File: config.mk
export PLATFORM = sky130hd
export DESIGN_NAME = ipdn_ctrl
export DESIGN_NICKNAME = d
export VERILOG_FILES = /design/src/design/ipdn_pkg.sv /design/src/design/ipdn_ctrl.sv
export SDC_FILE = /design/constraint.sdc
export NUM_CORES = 1
export LEC_CHECK = 0
export BUFFER_PORTS_ARGS = -buffer_cell sky130_fd_sc_hd__buf_2
export CELL_PAD_IN_SITES_DETAIL_PLACEMENT = 0
export CELL_PAD_IN_SITES_GLOBAL_PLACEMENT = 1
export CORE_AREA = 4 4 41 43
export DETAILED_ROUTE_END_ITERATION = 10
export DIE_AREA = 0 0 45 47
export PLACE_DENSITY = 0.74
export SYNTH_ARGS = -nofsm -noshare
export SYNTH_HDL_FRONTEND = slang
export SYNTH_SLANG_ARGS = --single-unit
File: constraint.sdc
create_clock -name i_clk -period 2.3 [get_ports i_clk]
set_clock_uncertainty 0.1 [all_clocks]
set_input_delay 0.115 -clock i_clk [delete_from_list [all_inputs] [get_ports i_clk]]
set_output_delay 0.115 -clock i_clk [all_outputs]
set_load 0.02 [all_outputs]
File: src/design/ipdn_pkg.sv
// ---------------------------------------------------------------------------
// ipdn_pkg
// Constants, types and the divider step shared by the distance block.
// ---------------------------------------------------------------------------
package ipdn_pkg;

    localparam int SENSOR_COUNT = 8;
    localparam int IDX_W        = $clog2(SENSOR_COUNT);

    localparam int READING_W  = 16;
    localparam int PROX_W     = 15;
    localparam int LIMIT_W    = 8;
    localparam int SCALE_W    = 16;
    localparam int OFFSET_W   = 24;
    localparam int DIST_W     = 8;
    localparam int NEAREST_W  = 3;
    localparam int CFG_IDX_W  = 3;
    localparam int CFG_DATA_W = 24;

    // Q16 reciprocal: only quotients below 2^(DIST_W+FRAC_W) can give a
    // distance under saturation, so the divider produces just those bits.
    localparam int FRAC_W      = 16;
    localparam int QUO_W       = DIST_W + FRAC_W;
    localparam int HEAD_SHIFT  = QUO_W - FRAC_W;
    localparam int DIV_W       = PROX_W;
    localparam int STEP_BITS   = 4;
    localparam int DIV_STAGES  = QUO_W / STEP_BITS;
    localparam int LANE_STAGES = DIV_STAGES + 2;

    localparam logic [DIST_W-1:0] DIST_MAX = {DIST_W{1'b1}};

    localparam logic [PROX_W-1:0]   PROX_LOW_RST   = PROX_W'(100);
    localparam logic [PROX_W-1:0]   PROX_HIGH_RST  = PROX_W'(10000);
    localparam logic [LIMIT_W-1:0]  NEAR_LIMIT_RST = LIMIT_W'(40);
    localparam logic [SCALE_W-1:0]  SCALE_RST      = SCALE_W'(5779);
    localparam logic [OFFSET_W-1:0] OFFSET_RST     = OFFSET_W'(206898);

    typedef enum logic [CFG_IDX_W-1:0] {
        CFG_PROX_LOW   = 3'd0,
        CFG_PROX_HIGH  = 3'd1,
        CFG_NEAR_LIMIT = 3'd2,
        CFG_SCALE      = 3'd3,
        CFG_OFFSET     = 3'd4
    } t_cfg_idx;

    typedef struct packed {
        logic [PROX_W-1:0]   prox_low;
        logic [PROX_W-1:0]   prox_high;
        logic [SCALE_W-1:0]  scale;
        logic [OFFSET_W-1:0] offset;
    } t_lane_cfg;

    typedef struct packed {
        logic [LANE_STAGES-1:0] load;
        logic                   out_load;
    } t_pipe_ctl;

    typedef struct packed {
        logic             q;
        logic [DIV_W-1:0] rem;
    } t_div_step;

    // One restoring division step: bring down one dividend bit and subtract
    // the divisor where it fits.
    function automatic t_div_step div_step(input logic [DIV_W-1:0] rem,
                                           input logic             nbit,
                                           input logic [DIV_W-1:0] dv);
        logic [DIV_W:0] trial;
        t_div_step      res;
        trial = {rem, nbit};
        if (trial >= {1'b0, dv}) begin
            res.q   = 1'b1;
            res.rem = DIV_W'(trial - {1'b0, dv});
        end else begin
            res.q   = 1'b0;
            res.rem = trial[DIV_W-1:0];
        end
        return res;
    endfunction

endpackage

File: src/design/ipdn_ctrl.sv
// ---------------------------------------------------------------------------
// ipdn_ctrl
// Valid tracking and stage enables for the lane pipeline and output register.
// ---------------------------------------------------------------------------
module ipdn_ctrl (
    input  logic                i_clk,
    input  logic                i_rst_n,
    input  logic                i_in_valid,
    output logic                o_in_ready,
    output logic                o_out_valid,
    input  logic                i_out_ready,
    output ipdn_pkg::t_pipe_ctl o_ctl
);
    import ipdn_pkg::*;

    logic [LANE_STAGES-1:0] r_valid;
    logic [LANE_STAGES-1:0] n_valid;
    logic                   r_out_valid;
    logic                   n_out_valid;
    logic [LANE_STAGES:0]   en;

    // A stage moves on when it is empty or when the stage after it moves on,
    // so bubbles close up while a result waits at the output.
    always_comb begin
        en[LANE_STAGES] = !r_out_valid || i_out_ready;
        for (int k = LANE_STAGES - 1; k >= 0; k--) begin
            en[k] = !r_valid[k] || en[k+1];
        end
    end

    always_comb begin
        n_valid     = r_valid;
        n_out_valid = r_out_valid;
        if (en[0]) begin
            n_valid[0] = i_in_valid;
        end
        for (int k = 1; k < LANE_STAGES; k++) begin
            if (en[k]) begin
                n_valid[k] = r_valid[k-1];
            end
        end
        if (en[LANE_STAGES]) begin
            n_out_valid = r_valid[LANE_STAGES-1];
        end
    end

    always_ff @(posedge i_clk) begin
        if (!i_rst_n) begin
            r_valid     <= '0;
            r_out_valid <= 1'b0;
        end else begin
            r_valid     <= n_valid;
            r_out_valid <= n_out_valid;
        end
    end

    assign o_ctl.load     = en[LANE_STAGES-1:0];
    assign o_ctl.out_load = en[LANE_STAGES];
    assign o_in_ready     = en[0];
    assign o_out_valid    = r_out_valid;

endmodule

== Word level (Yosys, flattened, before mapping) ==
Cells that the tools add are included.

* Bits in registers: 9
* Output and inout port bits: 11
* Bits of input ports: 4

* Reductions and logical operators: 18

{| class="wikitable"
|+ Operator list
! cell !! number
|-
| zero test 1 bit || 9
|-
| logical OR 1 bit || 9
|}

== Longest topological paths before layout ==
* Depth after elaboration: 10
* Mapped depth: 5
* Mapped depth without buffers: 5

== Worst setup path after synthesis ==
No wires, ideal clock.

* Kind: reg2out
* Start point: reg r_out_valid (netlist: o_out_valid)
* End point: out o_ctl[1] in the netlist's numbering
* Cell stages (with the launch flop): 6
* Arrival: 1.486 ns
* Required time: 2.085 ns
* Setup slack: 0.599 ns
* Cell sequence: dfxtp_1 and3b_2 inv_2 nor3_4 nand3_1 buf_4

{| class="wikitable"
|+ RTL lines
! element !! line !! RTL
|-
| from (decl) || ipdn_ctrl.sv:18 || <nowiki>logic r_out_valid;</nowiki>
|-
| from (signal assigned) || ipdn_ctrl.sv:53 || <nowiki>r_out_valid <= n_out_valid;</nowiki>
|-
| to (decl) || ipdn_ctrl.sv:12 || <nowiki>output ipdn_pkg::t_pipe_ctl o_ctl</nowiki>
|}

== Worst setup path after layout ==
* Start point: reg r_out_valid (netlist: o_out_valid)
* End point: out o_in_ready

* Cells in the longest elaborated chain, start to end: 10

{| class="wikitable"
|+ RTL lines
! element !! line !! RTL
|-
| zero test 1 bit || ipdn_ctrl.sv:25 || <nowiki>en[LANE_STAGES] = !r_out_valid || i_out_ready;</nowiki>
|-
| logical OR 1 bit || ipdn_ctrl.sv:25 ||
|-
| logical OR 1 bit (8 in a row) || ipdn_ctrl.sv:27 || <nowiki>en[k] = !r_valid[k] || en[k+1];</nowiki>
|-
| to (decl) || ipdn_ctrl.sv:9 || <nowiki>output logic o_in_ready,</nowiki>
|}

No other way between the ends.

==> metrics.csv <==
stage,metric,value,unit
synth,Mapped Cells,44,
setup_path,"Largest stage delay, worst path",0.34,ns
global_routing,first-pass GRT wire length,1330,um
global_routing,GRT Util Overall,0.0944,
timing,unrepaired setup endpoints after global routing,no,
power,Power Total,294,uW
finish,share of cells above drive strength 1,0.410,
cts,CTS tree,yes,
floorplan,Initial Util,0.289,
floorplan,width of the die,45,um
finish,post-route core utilization,0.377,
detailed_routing,vias per cell,4.43,
synth,Yosys reg bits,9,
global_routing,GRT overflow,0,
setup_path,R2R depth,5,
detailed_routing,drt initial violations,13,
timing,worst relative slew slack,0.860,
setup_path,crit path kind,register to output port,
synth,Synthesis Warnings,0,
floorplan,FP Rows,13,
synth,"Cell Area, Synth",377,um2
power,Logic pwr share,0.038,
finish,Area Growth Syn to Fin,30.2,%
synth,register area share after synthesis,0.478,
placed_design,Routability Congestion,0.640,
run,number of max-cap violations,0,
timing,maximum clock rate,598,MHz
cts,CTS buffer count,3,
detailed_routing,Wirelength per Cell,9.78,um
power,net switching power,62.3,uW
power,VDD IR-drop max,0.000349,V
timing,final hold viol count,0,
detailed_routing,Antenna Nets Post-Route,0,
cts,H-tree depth,1,
synth,distinct cell type count after synthesis,17,
power,clock network fraction of design power,0.413,
timing,min Tclk post-route,1.67,ns
floorplan,die height,47,um
cts,post-CTS resize count,0,
finish,area of the multi-input gates,170,um2
power,switching part of the total,0.212,
setup_path,Worst setup SP type,register,
timing,WHS,0.0599,ns
cts,clk_lat worst skew,0.26,ns
floorplan,die area,2120,um2
cts,CTS root buf,clkbuf_4,
detailed_routing,Vias,337,
floorplan,I/O pin count,15,
cts,clk sink count,9,
timing,Pins Over Slew Limit,0,
detailed_routing,# DRC,0,
cts,clock-pin slew on the worst setup and hold paths,0.06,ns
setup_path,Worst EP arrival,1.46,ns
detailed_routing,routed wire length,743,um
timing,Final setup violation count,0,
cts,clock buffer depth,2,
timing,Worst Tran Pin Value,0.209,ns
timing,final setup TNS,0,ns
setup_path,WP depth,5,
global_routing,vias in the first global route,294,
hold_path,HP Class,input port to register,
setup_path,CP required,2.09,ns
finish,sequential cell area,180,um2
hold_path,worst hold stages,3,
setup_path,"Critical Path, Cell by Cell",and3b_2 -> inv_2 -> nor3_4 -> nand3_1 -> buf_2,
floorplan,Placeable Area,1300,um2
finish,Final Net Count,66,
finish,ANT cells,0,
setup_path,Critical Path End Type,output port,
timing,final worst path period share,0.727,
power,Cell Int Power,231,uW
finish,highest-count cells in the layout ignoring fill and taps,"buf_2, nand2_1, dfxtp_1, nand3_1",
synth,syn_nets,48,
global_routing,initial antenna violation count,0,
setup_path,largest fanout on the critical path,4,
setup_path,Top Family by Delay on Critical Path,simple AND/OR/NAND/NOR gates,
synth,Mapped Avg Cell Area,8.56,um2
placed_design,I/O Buffers,14,
setup_path,"Slowest-stage cell, CP",dfxtp_1,
global_routing,largest net degree at the start of global routing,14,
power,Leak,0.183,nW
status,status,"finished, final reports clean",
setup_path,Worst Path Buf+Inv,2,
finish,"commonest non-fill, non-tap cell in the layout",buf_2,
detailed_routing,TritonRoute pass-1 iters,4,
placed_design,DP Wirelength,525,um
power,Sequential Power Share,0.549,
power,Cell Pwr Density,599,nW/um2
finish,# fillers,152,
==> per-layer routing <==
| metal | vias up | track usage | part of all wire | wire length, um |
|---|---|---|---|---|
| met4 | 0 | 0.0351 | 0 | 0 |
| met1 | 143 | 0.120 | 0.51 | 376 |
| li1 | 179 | - | - | - |
| met5 | - | 0 | 0 | 0 |
| met2 | 15 | 0.121 | 0.38 | 285 |
| met3 | 0 | 0.0690 | 0.11 | 80 |
==> synth_stat cells (all sizes together) <==
cell type | number | share of area
a21boi | 1 | 0.020
a21oi | 1 | 0.013
and3b | 1 | 0.027
buf | 1 | 0.020
clkbuf | 1 | 0.010
dfxtp | 9 | 0.48
inv | 4 | 0.040
nand2 | 10 | 0.10
nand2b | 1 | 0.017
nand3 | 5 | 0.066
nor2 | 1 | 0.017
nor2b | 1 | 0.017
nor3 | 1 | 0.043
o21a | 3 | 0.060
o21ai | 4 | 0.073
==> through the flow <==
step | setup slack [ns] | instance area [um2] | cells
floorplan | 0.599 | 377 | 44
global placement | 0.940 | 454 | 71
detailed placement | 0.905 | 454 | 71
CTS | 0.609 | 490 | 76
global route | 0.491 | 490 | 76
finish | 0.627 | 490 | 76
==> tightest hold or removal path, delay by kind of cell <==
family	cells	cell delay, ns
compound gates	1	0.07
simple gates	1	0.10
buf+inv	1	0.08
==> registers in the layout, indices dropped and copies added (netlist names) <==
register,cells
o_out_valid,1
r_valid,8
==> logic make-up after synthesis <==
family / after synthesis / share of synthesized area
buffers and inverters: 6 / 0.0698
AOI/OAI and AO/OA: 9 / 0.166
DFF: 9 / 0.478
and+or+nand+nor: 20 / 0.286
==> final timing paths <==
kind | end | slack (ns) | from
max | o_in_ready | 0.63 | o_out_valid
max reg2reg | r_valid[1] | 1.04 | o_out_valid
min reg2reg | o_out_valid | 0.35 | r_valid[7]
min | o_out_valid | 0.06 | i_out_ready
==> what timing repair did <==
action	in CTS	in global routing
hold endpoints to repair	1	0
setup buffers	0	0
hold buffers	1	0
==> cell type report <==
| class | count | share of cell area |
|---|---|---|
| multi-input combinational | 29 | 0.347 |
| tap | 15 | 0.0383 |
| inverter | 4 | 0.0306 |
| clock buffer | 4 | 0.0536 |
| timing repair buffer | 15 | 0.163 |
| sequential | 9 | 0.367 |
==> power by group through the flow <==
stage               Clock, mW  Combinational (mW)  Sequential, mW
global placement            0             0.00974           0.165
detailed placement          0             0.00982           0.164
CTS                     0.127              0.0111           0.161
global route            0.141              0.0130           0.161
floorplan                   0             0.00608           0.164
finish                  0.121              0.0112           0.161
(Power assumes the default switching activity.)
