<file path="config.mk">
export PLATFORM = sky130hd
export DESIGN_NAME = ipdn_merge
export DESIGN_NICKNAME = d
export VERILOG_FILES = /design/src/design/ipdn_pkg.sv /design/src/design/ipdn_merge.sv
export SDC_FILE = /design/constraint.sdc
export NUM_CORES = 1
export LEC_CHECK = 0
export ABC_AREA = 1
export BUFFER_PORTS_ARGS = -buffer_cell sky130_fd_sc_hd__clkbuf_2
export CAP_MARGIN = 10
export CORE_ASPECT_RATIO = 1.25
export CORE_UTILIZATION = 52
export DETAILED_ROUTE_END_ITERATION = 12
export MAX_ROUTING_LAYER = met4
export PLACE_DENSITY = 0.85
export SYNTH_ARGS = -nofsm -noshare
export SYNTH_HDL_FRONTEND = slang
export SYNTH_SLANG_ARGS = --single-unit
</file>
<file path="constraint.sdc">
create_clock -name i_clk -period 10.2 [get_ports i_clk]
set_clock_uncertainty 0.15 [all_clocks]
set_input_delay 2.04 -clock i_clk [delete_from_list [all_inputs] [get_ports i_clk]]
set_output_delay 2.04 -clock i_clk [all_outputs]
set_load 0.02 [all_outputs]
</file>
<file path="src/design/ipdn_pkg.sv">
// ---------------------------------------------------------------------------
// ipdn_pkg
// Constants, types and the divider step shared by the distance block.
// ---------------------------------------------------------------------------
package ipdn_pkg;

    localparam int SENSOR_COUNT = 8;
    localparam int IDX_W        = $clog2(SENSOR_COUNT);

    localparam int READING_W  = 16;
    localparam int PROX_W     = 15;
    localparam int LIMIT_W    = 8;
    localparam int SCALE_W    = 16;
    localparam int OFFSET_W   = 24;
    localparam int DIST_W     = 8;
    localparam int NEAREST_W  = 3;
    localparam int CFG_IDX_W  = 3;
    localparam int CFG_DATA_W = 24;

    // Q16 reciprocal: only quotients below 2^(DIST_W+FRAC_W) can give a
    // distance under saturation, so the divider produces just those bits.
    localparam int FRAC_W      = 16;
    localparam int QUO_W       = DIST_W + FRAC_W;
    localparam int HEAD_SHIFT  = QUO_W - FRAC_W;
    localparam int DIV_W       = PROX_W;
    localparam int STEP_BITS   = 4;
    localparam int DIV_STAGES  = QUO_W / STEP_BITS;
    localparam int LANE_STAGES = DIV_STAGES + 2;

    localparam logic [DIST_W-1:0] DIST_MAX = {DIST_W{1'b1}};

    localparam logic [PROX_W-1:0]   PROX_LOW_RST   = PROX_W'(100);
    localparam logic [PROX_W-1:0]   PROX_HIGH_RST  = PROX_W'(10000);
    localparam logic [LIMIT_W-1:0]  NEAR_LIMIT_RST = LIMIT_W'(40);
    localparam logic [SCALE_W-1:0]  SCALE_RST      = SCALE_W'(5779);
    localparam logic [OFFSET_W-1:0] OFFSET_RST     = OFFSET_W'(206898);

    typedef enum logic [CFG_IDX_W-1:0] {
        CFG_PROX_LOW   = 3'd0,
        CFG_PROX_HIGH  = 3'd1,
        CFG_NEAR_LIMIT = 3'd2,
        CFG_SCALE      = 3'd3,
        CFG_OFFSET     = 3'd4
    } t_cfg_idx;

    typedef struct packed {
        logic [PROX_W-1:0]   prox_low;
        logic [PROX_W-1:0]   prox_high;
        logic [SCALE_W-1:0]  scale;
        logic [OFFSET_W-1:0] offset;
    } t_lane_cfg;

    typedef struct packed {
        logic [LANE_STAGES-1:0] load;
        logic                   out_load;
    } t_pipe_ctl;

    typedef struct packed {
        logic             q;
        logic [DIV_W-1:0] rem;
    } t_div_step;

    // One restoring division step: bring down one dividend bit and subtract
    // the divisor where it fits.
    function automatic t_div_step div_step(input logic [DIV_W-1:0] rem,
                                           input logic             nbit,
                                           input logic [DIV_W-1:0] dv);
        logic [DIV_W:0] trial;
        t_div_step      res;
        trial = {rem, nbit};
        if (trial >= {1'b0, dv}) begin
            res.q   = 1'b1;
            res.rem = DIV_W'(trial - {1'b0, dv});
        end else begin
            res.q   = 1'b0;
            res.rem = trial[DIV_W-1:0];
        end
        return res;
    endfunction

endpackage

</file>
<file path="src/design/ipdn_merge.sv">
// ---------------------------------------------------------------------------
// ipdn_merge
// Registered minimum tree over the lane distances, with the near flag.
// ---------------------------------------------------------------------------
module ipdn_merge (
    input  logic                          i_clk,
    input  ipdn_pkg::t_pipe_ctl           i_ctl,
    input  logic [ipdn_pkg::LIMIT_W-1:0]  i_near_limit,
    input  logic [ipdn_pkg::DIST_W-1:0]   i_dist [ipdn_pkg::SENSOR_COUNT],
    output logic [ipdn_pkg::DIST_W-1:0]   o_dist [ipdn_pkg::SENSOR_COUNT],
    output logic [ipdn_pkg::NEAREST_W-1:0] o_nearest_index,
    output logic                          o_near_flag
);
    import ipdn_pkg::*;

    localparam int LVL = (IDX_W < 1) ? 1 : IDX_W;
    localparam int PAD = 1 << LVL;

    logic [DIST_W-1:0] lv_d [0:LVL][0:PAD-1];
    logic [IDX_W-1:0]  lv_i [0:LVL][0:PAD-1];

    logic [DIST_W-1:0] r_dist [SENSOR_COUNT];
    logic [IDX_W-1:0]  r_idx;
    logic              r_near;

    // Unused leaves carry the maximum and a higher index, so a real lane
    // always wins against them. On equal distances the left (lower) side wins.
    always_comb begin
        for (int l = 0; l <= LVL; l++) begin
            for (int j = 0; j < PAD; j++) begin
                lv_d[l][j] = DIST_MAX;
                lv_i[l][j] = '0;
            end
        end
        for (int j = 0; j < PAD; j++) begin
            lv_i[0][j] = IDX_W'(j);
            if (j < SENSOR_COUNT) begin
                lv_d[0][j] = i_dist[j];
            end
        end
        for (int l = 0; l < LVL; l++) begin
            for (int j = 0; j < (PAD >> (l + 1)); j++) begin
                if (lv_d[l][2*j+1] < lv_d[l][2*j]) begin
                    lv_d[l+1][j] = lv_d[l][2*j+1];
                    lv_i[l+1][j] = lv_i[l][2*j+1];
                end else begin
                    lv_d[l+1][j] = lv_d[l][2*j];
                    lv_i[l+1][j] = lv_i[l][2*j];
                end
            end
        end
    end

    always_ff @(posedge i_clk) begin
        if (i_ctl.out_load) begin
            r_dist <= i_dist;
            r_idx  <= lv_i[LVL][0];
            r_near <= (lv_d[LVL][0] < i_near_limit);
        end
    end

    assign o_dist          = r_dist;
    assign o_nearest_index = NEAREST_W'(r_idx);
    assign o_near_flag     = r_near;

endmodule

</file>
; After elaboration in Yosys (flattened, before gate mapping)
; Index checks and enable logic that the tools add are counted.
[word_totals]
inputBits = 82
output_inout_bits = 68
reg_bits = 68
word_cells = 32
[op_classes]
magnitude_cmp = 8
n_mux = 14
[ops]
columns = operator, n
row1 = $lt 8x8->1, 8
row2 = $mux 8, 7
row3 = $mux 3, 3
row4 = $mux 1, 4

; Depth between registers and ports, before layout
[depth]
word_depth = 7
mapped_depth = 38
ltp_nobuf = 36

; Least setup slack after synthesis
; Ideal clock, no wire load.
[synth_path]
path_kind = in2reg
startpoint = input i_dist[45] in the netlist's numbering
endpoint = register r_near (netlist: o_near_flag), data pin
path_buffers = 3
path_stages = 28
setup_slack_ns = 3.627
t_required_ns = 9.789
t_arrival_ns = 6.162
setup_time_ns = 0.261
cell_sequence = inv_1 -> ha_1 -> a21oi_1 -> nor2_1 -> nor3_2 -> nand2_2 -> clkbuf_1 -> a21oi_1 -> ha_1 -> a21oi_1 -> nor2_1 -> a211oi_1 -> nand2_4 -> clkbuf_1 -> nand2_1 -> o21ai_0 -> ha_1 -> a21oi_1 -> nor2_1 -> a211oi_1 -> nand2_2 -> inv_2 -> buf_6 -> o21ai_0 -> ha_1 -> nand2_1 -> o21ai_0 -> a21oi_2
[synth_via]
elab_chain_len = 7
[synth_rtl]
columns = item, line
row1 = from (decl), ipdn_merge.sv:9  ; input logic [ipdn_pkg::DIST_W-1:0] i_dist [ipdn_pkg::SENSOR_COUNT],
row2 = $lt 8x8->1, ipdn_merge.sv:43  ; if (lv_d[l][2*j+1] < lv_d[l][2*j]) begin
row3 = $mux 8 (*), ipdn_merge.sv:43
row4 = $lt 8x8->1, ipdn_merge.sv:43
row5 = $mux 8 (*), ipdn_merge.sv:43
row6 = $lt 8x8->1, ipdn_merge.sv:43
row7 = $mux 8 (*), ipdn_merge.sv:43
row8 = $lt 8x8->1 (*), ipdn_merge.sv:58  ; r_near <= (lv_d[LVL][0] < i_near_limit);
row9 = to (signal assigned), ipdn_merge.sv:58
row10 = to (decl), ipdn_merge.sv:24  ; logic r_near;
; Every way passes the cells marked *; elsewhere a longest branch is shown, timed or not.
; A chain may end at the register's enable or synchronous reset.

; Worst setup path in the final report
[layout_path]
startpoint = input i_dist[61] in the netlist's numbering
endpoint = register r_near (netlist: o_near_flag), data pin
; Same word-level chain as after synthesis.

==> impl_metrics.yaml <==
outcome:
  outcome: "finished, final reports clean"
critical_path:
  cp_top_family: "compound AO/OA/AOI/OAI gates"
  crit_slowest_cell: "a211oi_1"
  required_ns: 10.16
  crit_path_max_incr_delay_ns: 0.41
  criticalPathCategory: "in -> reg"
  critPathLaunch: "i_dist[61]"
  crit_buf_inv: 3
  startpoint_type: "input pin"
  cp_max_fo: 19
  arrival_ns: 6.72
  end_kind: "flip-flop"
sta:
  setup_tns_ns: 0
  worst_slew_pin_slew_ns: 0.878
  timing.final.ws_setup_ns: 3.44
  finalCritPeriodShare: 0.662
  fmax_mhz: 148
  min_period_ns: 6.76
  setup_viol: 0
  slew_headroom: 0.414
  rsz0062_at_grt: "false"
  hold_violations: 0
  drv_slew: 0
job:
  drv_cap: 0
placement:
  place_area_sq_um: 4960
  place_congestion: 0.833
  port_buffers: 141
  pre_cts_ws_ns: 3.07
  dp.final_hpwl_microns: 7090
hold_path:
  holdCritStartpoint: "i_dist[59]"
  min-delay-path-class: "in -> reg"
logic_synthesis:
  yosysTopAreaCell: "edfxtp_1"
  avgSynthCellArea_sq_um: 9.35
  synth_edf_count: 68
  postSynth.asyncResetShare: 0
  ys_warn_count: 0
  synth_top_area_frac: 0.491
  synth_most_common_cell: "nand2_1"
  synth_area_leaders: "edfxtp_1, ha_1, nand2_1"
  synth_common_cells: "nand2_1, edfxtp_1, inv_1, ha_1"
  yosysSeqAreaShare: 0.491
  synthFlopType: "edfxtp_1"
  syn-num-nets: 582
  ys_ff_latch: 68
  post_synth_num_cell_types: 22
  syn_inst: 445
  syn-cell-area_sq_um: 4160
detailed_routing:
  top_layer: "met4"
  wl_per_cell_microns: 13.0
  vias: 3474
  drc: 0
  routed_wl_microns: 8960
  wl_met2_microns: 4530
  vias_per_cell: 5.03
  wl_met1_microns: 3740
  dr.pass1.iters: 4
  wl_met3_microns: 486
  ant_nets: 0
  first_iter_violations: 139
clocking:
  hold_buffers: 0
  clkSinkCount: 68
  cts_tree: "done"
  cts_buffers: 9
  clk_pin_slew_ns: 0.07
  cts-htree-levels: 3
  cts_setup_buffers: 0
  clk_path_buf_depth: 2
  cts_resized: 0
  cts_root_buf: "clkbuf_8"
floorplan:
  rows: 36
  initial_core_util: 0.534
  dieArea_sq_um: 8360
  core_area_sq_um: 7790
  die_w_microns: 82
  die_y_microns: 102
  num_io_pins: 150
final_layout:
  diodes: 0
  drive_gt1_frac: 0.295
  nNetsFinal: 728
  final_cell_area_sq_um: 5170
  area_delta_synth_final_pct: 24.4
global_routing:
  grt_pass1_wl_microns: 14300
  grt_pass1_vias: 3417
  grt_max_degree: 69
  grt_use_total: 0.234
  grt_overflow: 0
  antenna_found_initial: 0
power:
  cellPowerDensity_nw_per_um2: 186
  vdd_drop_max_mv: 0.0980
  leakage_uw: 0.00267
-- cell usage in the layout, fill, tap and decap left out, types with 3 or more instances in the layout --
master and count:
clkinv_2 3, nand2_1 119, clkbuf_2 140, inv_1 62, ha_1 55, clkbuf_8 9
nor2_1 28, edfxtp_1 68, nand2_2 10, a21oi_1 32, nand3b_1 3, o21ai_1 5
nand3_1 10, o21ai_0 32
-- registers in the layout (all words and copies together) (netlist names) --
name / cells
o_nearest_index: 3
o_near_flag: 1
o_dist: 64
-- cell type report --
class	instances	area (sq um)
fillers	644	2620
flip-flops and latches	68	2040
multi-input cells	307	1850
repair buffers	142	713
inverters	63	236
clock buffers	9	124
well taps	95	119
clock inverters	7	91.3
-- power breakdown --
| group | leakage [uW] | switching, uW | total, uW | internal [uW] |
|---|---|---|---|---|
| clock | 0.000109 | 106 | 242 | 136 |
| combinational | 0.00190 | 239 | 370 | 131 |
| sequential | 0.000666 | 7.12 | 351 | 344 |
| total | 0.00267 | 351 | 963 | 611 |
-- cells by family (layout without fill, tap and decap cells) --
| family | count (synthesis) | in the layout | share of synthesized area |
|---|---|---|---|
| buffers and inverters | 70 | 221 | 0.0650 |
| DFF | 68 | 68 | 0.491 |
| AOI/OAI and AO/OA | 77 | 77 | 0.0980 |
| and+or+nand+nor | 175 | 175 | 0.181 |
| adders and majority gates | 55 | 55 | 0.165 |
-- stage by stage --
step                power (uW)  hold WS (ns)   util  std cells
floorplan                  629          1.99      -        445
global placement           712          2.08  0.636        675
detailed placement         728          2.09  0.636        675
CTS                        969          1.71  0.664        691
global route              1040          1.71  0.664        691
finish                     963          1.72  0.664        691
-- metal layers --
| layer | track usage | vias to the layer above |
|---|---|---|
| met1 | 0.258 | 1559 |
| met2 | 0.401 | 95 |
| met4 | 0.111 | 0 |
| met3 | 0.0464 | 24 |
| li1 | - | 1796 |
| met5 | - | - |
-- worst paths after layout --
path	cells after the start	to	slack [ns]
worst max-delay path	25	o_near_flag	3.44
worst min-delay path	1	o_dist[59]	1.72
No activity file was read; power rests on OpenSTA's default activity.
