`src/design/ipdn_pkg.sv`:
```
// ---------------------------------------------------------------------------
// ipdn_pkg
// Constants, types and the divider step shared by the distance block.
// ---------------------------------------------------------------------------
package ipdn_pkg;

    localparam int SENSOR_COUNT = 8;
    localparam int IDX_W        = $clog2(SENSOR_COUNT);

    localparam int READING_W  = 16;
    localparam int PROX_W     = 15;
    localparam int LIMIT_W    = 8;
    localparam int SCALE_W    = 16;
    localparam int OFFSET_W   = 24;
    localparam int DIST_W     = 8;
    localparam int NEAREST_W  = 3;
    localparam int CFG_IDX_W  = 3;
    localparam int CFG_DATA_W = 24;

    // Q16 reciprocal: only quotients below 2^(DIST_W+FRAC_W) can give a
    // distance under saturation, so the divider produces just those bits.
    localparam int FRAC_W      = 16;
    localparam int QUO_W       = DIST_W + FRAC_W;
    localparam int HEAD_SHIFT  = QUO_W - FRAC_W;
    localparam int DIV_W       = PROX_W;
    localparam int STEP_BITS   = 4;
    localparam int DIV_STAGES  = QUO_W / STEP_BITS;
    localparam int LANE_STAGES = DIV_STAGES + 2;

    localparam logic [DIST_W-1:0] DIST_MAX = {DIST_W{1'b1}};

    localparam logic [PROX_W-1:0]   PROX_LOW_RST   = PROX_W'(100);
    localparam logic [PROX_W-1:0]   PROX_HIGH_RST  = PROX_W'(10000);
    localparam logic [LIMIT_W-1:0]  NEAR_LIMIT_RST = LIMIT_W'(40);
    localparam logic [SCALE_W-1:0]  SCALE_RST      = SCALE_W'(5779);
    localparam logic [OFFSET_W-1:0] OFFSET_RST     = OFFSET_W'(206898);

    typedef enum logic [CFG_IDX_W-1:0] {
        CFG_PROX_LOW   = 3'd0,
        CFG_PROX_HIGH  = 3'd1,
        CFG_NEAR_LIMIT = 3'd2,
        CFG_SCALE      = 3'd3,
        CFG_OFFSET     = 3'd4
    } t_cfg_idx;

    typedef struct packed {
        logic [PROX_W-1:0]   prox_low;
        logic [PROX_W-1:0]   prox_high;
        logic [SCALE_W-1:0]  scale;
        logic [OFFSET_W-1:0] offset;
    } t_lane_cfg;

    typedef struct packed {
        logic [LANE_STAGES-1:0] load;
        logic                   out_load;
    } t_pipe_ctl;

    typedef struct packed {
        logic             q;
        logic [DIV_W-1:0] rem;
    } t_div_step;

    // One restoring division step: bring down one dividend bit and subtract
    // the divisor where it fits.
    function automatic t_div_step div_step(input logic [DIV_W-1:0] rem,
                                           input logic             nbit,
                                           input logic [DIV_W-1:0] dv);
        logic [DIV_W:0] trial;
        t_div_step      res;
        trial = {rem, nbit};
        if (trial >= {1'b0, dv}) begin
            res.q   = 1'b1;
            res.rem = DIV_W'(trial - {1'b0, dv});
        end else begin
            res.q   = 1'b0;
            res.rem = trial[DIV_W-1:0];
        end
        return res;
    endfunction

endpackage

```
`src/design/ipdn_lane.sv`:
```
// ---------------------------------------------------------------------------
// ipdn_lane
// One sensor lane: window check, pipelined Q16 reciprocal, offset and clamp.
// ---------------------------------------------------------------------------
module ipdn_lane (
    input  logic                                 i_clk,
    input  ipdn_pkg::t_pipe_ctl                  i_ctl,
    input  ipdn_pkg::t_lane_cfg                  i_cfg,
    input  logic signed [ipdn_pkg::READING_W-1:0] i_reading,
    output logic [ipdn_pkg::DIST_W-1:0]          o_dist
);
    import ipdn_pkg::*;

    logic             r_sat [0:DIV_STAGES];
    logic [DIV_W-1:0] r_div [0:DIV_STAGES];
    logic [DIV_W-1:0] r_rem [0:DIV_STAGES];
    logic [QUO_W-1:0] r_num [0:DIV_STAGES];
    logic [QUO_W-1:0] r_quo [0:DIV_STAGES];
    logic [DIST_W-1:0] r_dist;

    logic             in_win;
    logic             n_sat0;
    logic [DIV_W-1:0] c_rem [1:DIV_STAGES];
    logic [QUO_W-1:0] c_num [1:DIV_STAGES];
    logic [QUO_W-1:0] c_quo [1:DIV_STAGES];

    logic [QUO_W:0]    sum;
    logic [DIST_W:0]   whole;
    logic [DIST_W-1:0] n_dist;

    // The window bounds are non-negative, so a reading inside it is positive
    // and its low bits are a non-zero divisor.
    assign in_win = !i_reading[READING_W-1]
                 && (i_reading[PROX_W-1:0] > i_cfg.prox_low)
                 && (i_reading[PROX_W-1:0] < i_cfg.prox_high);

    // The quotient reaches 2^QUO_W exactly when the top dividend bits already
    // hold the divisor; such a distance saturates anyway.
    assign n_sat0 = !in_win
                 || (DIV_W'(i_cfg.scale >> HEAD_SHIFT) >= i_reading[PROX_W-1:0]);

    always_comb begin
        logic [DIV_W-1:0] rem;
        logic [QUO_W-1:0] num;
        logic [QUO_W-1:0] quo;
        t_div_step        step;
        for (int k = 1; k <= DIV_STAGES; k++) begin
            rem = r_rem[k-1];
            num = r_num[k-1];
            quo = r_quo[k-1];
            for (int b = 0; b < STEP_BITS; b++) begin
                step = div_step(rem, num[QUO_W-1], r_div[k-1]);
                rem  = step.rem;
                quo  = {quo[QUO_W-2:0], step.q};
                num  = {num[QUO_W-2:0], 1'b0};
            end
            c_rem[k] = rem;
            c_num[k] = num;
            c_quo[k] = quo;
        end
    end

    always_ff @(posedge i_clk) begin
        if (i_ctl.load[0]) begin
            r_sat[0] <= n_sat0;
            r_div[0] <= i_reading[PROX_W-1:0];
            r_rem[0] <= DIV_W'(i_cfg.scale >> HEAD_SHIFT);
            r_num[0] <= {i_cfg.scale[HEAD_SHIFT-1:0], {FRAC_W{1'b0}}};
            r_quo[0] <= '0;
        end
        for (int k = 1; k <= DIV_STAGES; k++) begin
            if (i_ctl.load[k]) begin
                r_sat[k] <= r_sat[k-1];
                r_div[k] <= r_div[k-1];
                r_rem[k] <= c_rem[k];
                r_num[k] <= c_num[k];
                r_quo[k] <= c_quo[k];
            end
        end
        if (i_ctl.load[LANE_STAGES-1]) begin
            r_dist <= n_dist;
        end
    end

    assign sum    = {1'b0, r_quo[DIV_STAGES]} + (QUO_W + 1)'(i_cfg.offset);
    assign whole  = sum[QUO_W:FRAC_W];
    assign n_dist = (r_sat[DIV_STAGES] || whole[DIST_W]) ? DIST_MAX : whole[DIST_W-1:0];
    assign o_dist = r_dist;

endmodule

```
`config.mk`:
```
export PLATFORM = sky130hd
export DESIGN_NAME = ipdn_lane
export DESIGN_NICKNAME = d
export VERILOG_FILES = /design/src/design/ipdn_pkg.sv /design/src/design/ipdn_lane.sv
export SDC_FILE = /design/constraint.sdc
export NUM_CORES = 1
export LEC_CHECK = 0
export CORE_ASPECT_RATIO = 0.9
export CORE_MARGIN = 5
export CORE_UTILIZATION = 45
export DETAILED_ROUTE_END_ITERATION = 6
export DONT_BUFFER_PORTS = 1
export SLEW_MARGIN = 0
export SYNTH_ARGS = -nofsm -noshare
export SYNTH_HDL_FRONTEND = slang
export SYNTH_SLANG_ARGS = --single-unit
```
`constraint.sdc`:
```
create_clock -name i_clk -period 22.5 [get_ports i_clk]
set_input_delay 0 -clock i_clk [delete_from_list [all_inputs] [get_ports i_clk]]
set_output_delay 0 -clock i_clk [all_outputs]
set_load 0.005 [all_outputs]
```
## Yosys cells after proc, flatten, opt, wreduce, memory -nomap -nowiden

Memories as Yosys holds them, arrays and structs flattened.
Index checks and enable logic that the tools add are counted.

| word-level totals | value |
|---|---|
| flip-flop bits (word level) | 8 |
| bits in writable memories | 525 |
| input bits | 96 |
| output and inout bits | 8 |
| logic and storage cells | 102 |
| memories | 5 |

| operators by class | value |
|---|---|
| $add $sub $neg | 25 |
| $lt $le $gt $ge | 27 |
| multiplexer cells | 38 |
| reduce and logical (&&, ||, !) cells | 6 |

Memories:

| name | words | width | read ports | clocked after memory_dff | write ports | RTL line | RTL |
|---|---|---|---|---|---|---|---|
| r_quo | 7 | 24 | 7 | 0 | 7 | ipdn_lane.sv:18 | `logic [QUO_W-1:0] r_quo [0:DIV_STAGES];` |
| r_num | 7 | 20 | 6 | 0 | 7 | ipdn_lane.sv:17 | `logic [QUO_W-1:0] r_num [0:DIV_STAGES];` |
| r_div | 7 | 15 | 6 | 0 | 7 | ipdn_lane.sv:15 | `logic [DIV_W-1:0] r_div [0:DIV_STAGES];` |
| r_rem | 7 | 15 | 6 | 0 | 7 | ipdn_lane.sv:16 | `logic [DIV_W-1:0] r_rem [0:DIV_STAGES];` |
| r_sat | 7 | 1 | 7 | 0 | 7 | ipdn_lane.sv:14 | `logic r_sat [0:DIV_STAGES];` |

Operators with widths:

| cell | count |
|---|---|
| 16-bit by 15-bit >= comparator with 1-bit output | 24 |
| 16-bit two-way mux | 24 |
| 15-bit subtractor | 24 |
| 24-bit by 24-bit adder with 25-bit output | 1 |
| 8-bit by 15-bit >= comparator with 1-bit output | 1 |
| 15-bit greater-than comparator | 1 |
| 15-bit < comparator | 1 |
| 1-bit two-way mux | 14 |
| 1-bit logical AND | 2 |
| 1-bit logical NOT | 2 |
| 1-bit logical OR | 2 |

## Depth between registers and ports, before layout

An unclocked memory read counts as a cell.

| depth | value |
|---|---|
| depth after elaboration | 9 |
| mapped depth | 46 |
| depth with buffers taken out | 42 |

## Worst setup path after synthesis

No wires, ideal clock.

| timing path | value |
|---|---|
| path type | reg2reg |
| start | mem r_div[3][0] (netlist bit) |
| end | mem r_rem[4][10] (netlist bit) (data pin) |
| arrival time | 10006 ps |
| data required time | 22240 ps |
| setup slack | 12234 ps |
| cell stages (with the launch flop) | 43 |
| buffers on the path | 7 |
| period minus slack after synthesis | 10266 ps |
| path through | edfxtp_1 clkbuf_1 inv_1 fa_1 a21oi_1 o221ai_1 and4_1 a211oi_2 inv_1 clkbuf_1 buf_1 and2_1 ha_1 o31a_1 o21bai_1 a211oi_1 a211oi_1 o31a_1 [7 not listed] nand3_1 a311oi_1 a211o_1 buf_2 buf_2 mux2_2 ha_1 and2_1 a311o_1 a2111o_1 a31oi_1 a21oi_1 a211oi_1 o21ai_0 a21oi_1 mux2_2 buf_6 mux2_2 |

RTL lines:

| what | RTL line |
|---|---|
| start, declared | ipdn_lane.sv:15 |
| end, declared | ipdn_lane.sv:16 |

==> flow_metrics.tcl <==
set metrics [dict create \
    min_period_over_period_pct 55.9 \
    viasPerCell 5.90 \
    rows 88 \
    dp_hpwl_um 62100 \
    required_ns 22.78 \
    synthSimpleGateAreaFrac_pct 13.4 \
    netlist.area_leader.share_pct 29.2 \
    track_usage_pct 21.8 \
    synthTopCellsByCount "ha_1, edfxtp_1, nor2_1" \
    r2r_slack_ns 9.93 \
    gp_congestion 0.915 \
    setup_viol 0 \
    synth_top_family_by_area "compound AO/OA/AOI/OAI gates" \
    coreArea_um2 64200 \
    max_freq_mhz 79.6 \
    status "complete, no violations" \
    dr_wl_met2_um 36400 \
    yosysMostFrequentCell "ha_1" \
    cts_made_buffers 35 \
    crit_type "reg2reg" \
    first_pass_iters 6 \
    grt_pass1_vias 23600 \
    htree_levels 2 \
    clock_sinks 284 \
    async_reset_ff_share_pct 0 \
    ys_seq_elements 284 \
    finClkSkew_ns 0.0229 \
    grt_pass1_wl_um 126000 \
    clk_path_buf_depth 3 \
    antenna_found_initial 0 \
    cts.clk_slew.worst_paths_ns 0.06 \
    synth_compound_area_share_pct 20.3 \
    ys_warn_count 0 \
    area_delta_synth_final_pct 9.75 \
    overflow 0 \
    tritoncts "done" \
    final-max-slew-violation-count 0 \
    wl_met3_um 3320 \
    route.detailed.drc 0 \
    syn_area_um2 29200 \
    post_drt_wl_per_cell_um 19.3 \
    end_kind "register" \
    ant_nets 0 \
    setup-tns-final_ns 0 \
    crit_fanout 21 \
    grt_max_degree 52 \
    hp-class "in2reg" \
    die_h_um 252 \
    synth_cell_types 89 \
    relSlewSlack_pct 26.3 \
    finalNetCount 3712 \
    layout_min_cycle_time_ns 12.57 \
    vias 24100 \
    hold_viol 0 \
    fp.dieW_um 279 \
    synthMuxAreaShare_pct 8.13 \
    slowest_stage "edfxtp_1" \
    io_pins 104 \
    finalWirelength_um 79000 \
    syn_avg_cell_area_um2 9.30 \
    ys.flop_type "edfxtp_1" \
    tightest_slew_ns 1.11 \
    synth-adder-area-share_pct 18.0 \
    seq_area_frac_synth_pct 29.2 \
    synth_area_leaders "edfxtp_1, ha_1, mux2_2" \
    syn-num-nets 3651 \
    rsz0062_at_grt "no" \
    arrival_ns 12.85 \
    synthCells 3142 \
    maxUsedRoutingLayer "met4" \
    synth_edf_count 284 \
    clk_latency_ns 0.55 \
    drive_gt1_share_pct 9.41 \
    diodes 0 \
    start_kind "register" \
    wl_met1_um 36800 \
    die_area_um2 70100 \
    yosysTopAreaCell "edfxtp_1" \
    start_util_pct 45.5 \
    synth_xor_area_share_pct 7.13 \
    slowest_delay_ns 0.64 \
    drtIter0Drc 1536 \
    cts_root_buf "clkbuf_16" \
    io_buffers 0 \
    maxCapViolCount 0 \
]
==> area by class of cell <==
type / count / area [µm²]
Clock inverter: 29 / 367
Timing Repair Buffer: 70 / 768
Tap cell: 855 / 1070
Fill cell: 5865 / 32100
Clock buffer: 35 / 876
Sequential cell: 284 / 8530
Multi-Input combinational cell: 2579 / 19600
Inverter: 233 / 877
==> metrics by stage <==
stage | cells | hold WS (ns) | utilization (%) | cell area (µm²) | setup slack [ns]
floorplan | 3142 | 0.0989 | - | 29200 | 12.23
global placement | 3958 | 0.0989 | 46.9 | 30100 | 10.13
detailed placement | 3958 | 0.0990 | 46.9 | 30100 | 10.05
CTS | 4085 | 0.0446 | 50.0 | 32100 | 9.94
global route | 4085 | 0.0474 | 50.0 | 32100 | 9.11
finish | 4085 | 0.0760 | 50.0 | 32100 | 9.93
==> logic make-up after synthesis <==
logic type	count (synthesis)
AO/OA/AOI/OAI	903
flip-flops	284
XOR/XNOR	238
adder cells (fa/ha/maj)	413
multiplexers	210
AND/OR/NAND/NOR	815
buffers and inverters	279
==> state kept, by name, summed over array words and instances (netlist names) <==
| register | cells |
|---|---|
| r_div | 90 |
| r_quo | 84 |
| r_rem | 83 |
| r_num | 12 |
| o_dist | 8 |
| r_sat | 7 |
==> repair_timing <==
action                                  CTS  global route
endpoints found under the setup margin    0             0
endpoints found under the hold margin   324             0
setup buffers                             0             0
hold buffers                             63             0
gates resized for setup                   0             0
==> worst paths after layout <==
check | start | end | depth (start not counted)
setup / recovery | r_div[3][0] | r_rem[4][6] | 38
hold / removal | i_cfg[24] | r_num[0][12] | 1
setup reg to reg | r_div[3][0] | r_rem[4][6] | 38
hold reg to reg | r_quo[2][4] | r_quo[3][8] | 0
==> worst max-delay path: cells and delay by family (launching register included) <==
kind	cells	cell delay, ns
adders and majority gates	4	1.43
buffers and inverters	4	1.11
DFF	1	0.64
muxes	4	1.68
and+or+nand+nor	5	1.11
AOI/OAI and AO/OA	21	6.28
==> placed cells by master (no fill, tap or decap), drive strengths merged, types with 20 or more instances in the layout <==
master	count
o21bai	31
a211oi	43
xnor2	160
inv	242
clkbuf	35
dlygate4sd3	56
ha	401
or2	20
nor2	282
nand2	167
nor3	67
edfxtp	284
xor2	78
a31oi	30
a21o	91
mux2	187
o31ai	25
o211ai	21
o21a	72
a21oi	255
nand2b	45
or3	23
mux2i	23
and3	23
o21ai	177
nor2b	49
nand4	34
nand3	43
==> metal layers <==
layer,vias up,GRT usage (%)
met5,-,0
met4,0,7.03
met3,140,2.42
met2,565,36.4
met1,11500,29.7
li1,11900,-
Power is not shown: default switching activity piles up to over one toggle a cycle in this logic, so the estimate is an artifact.
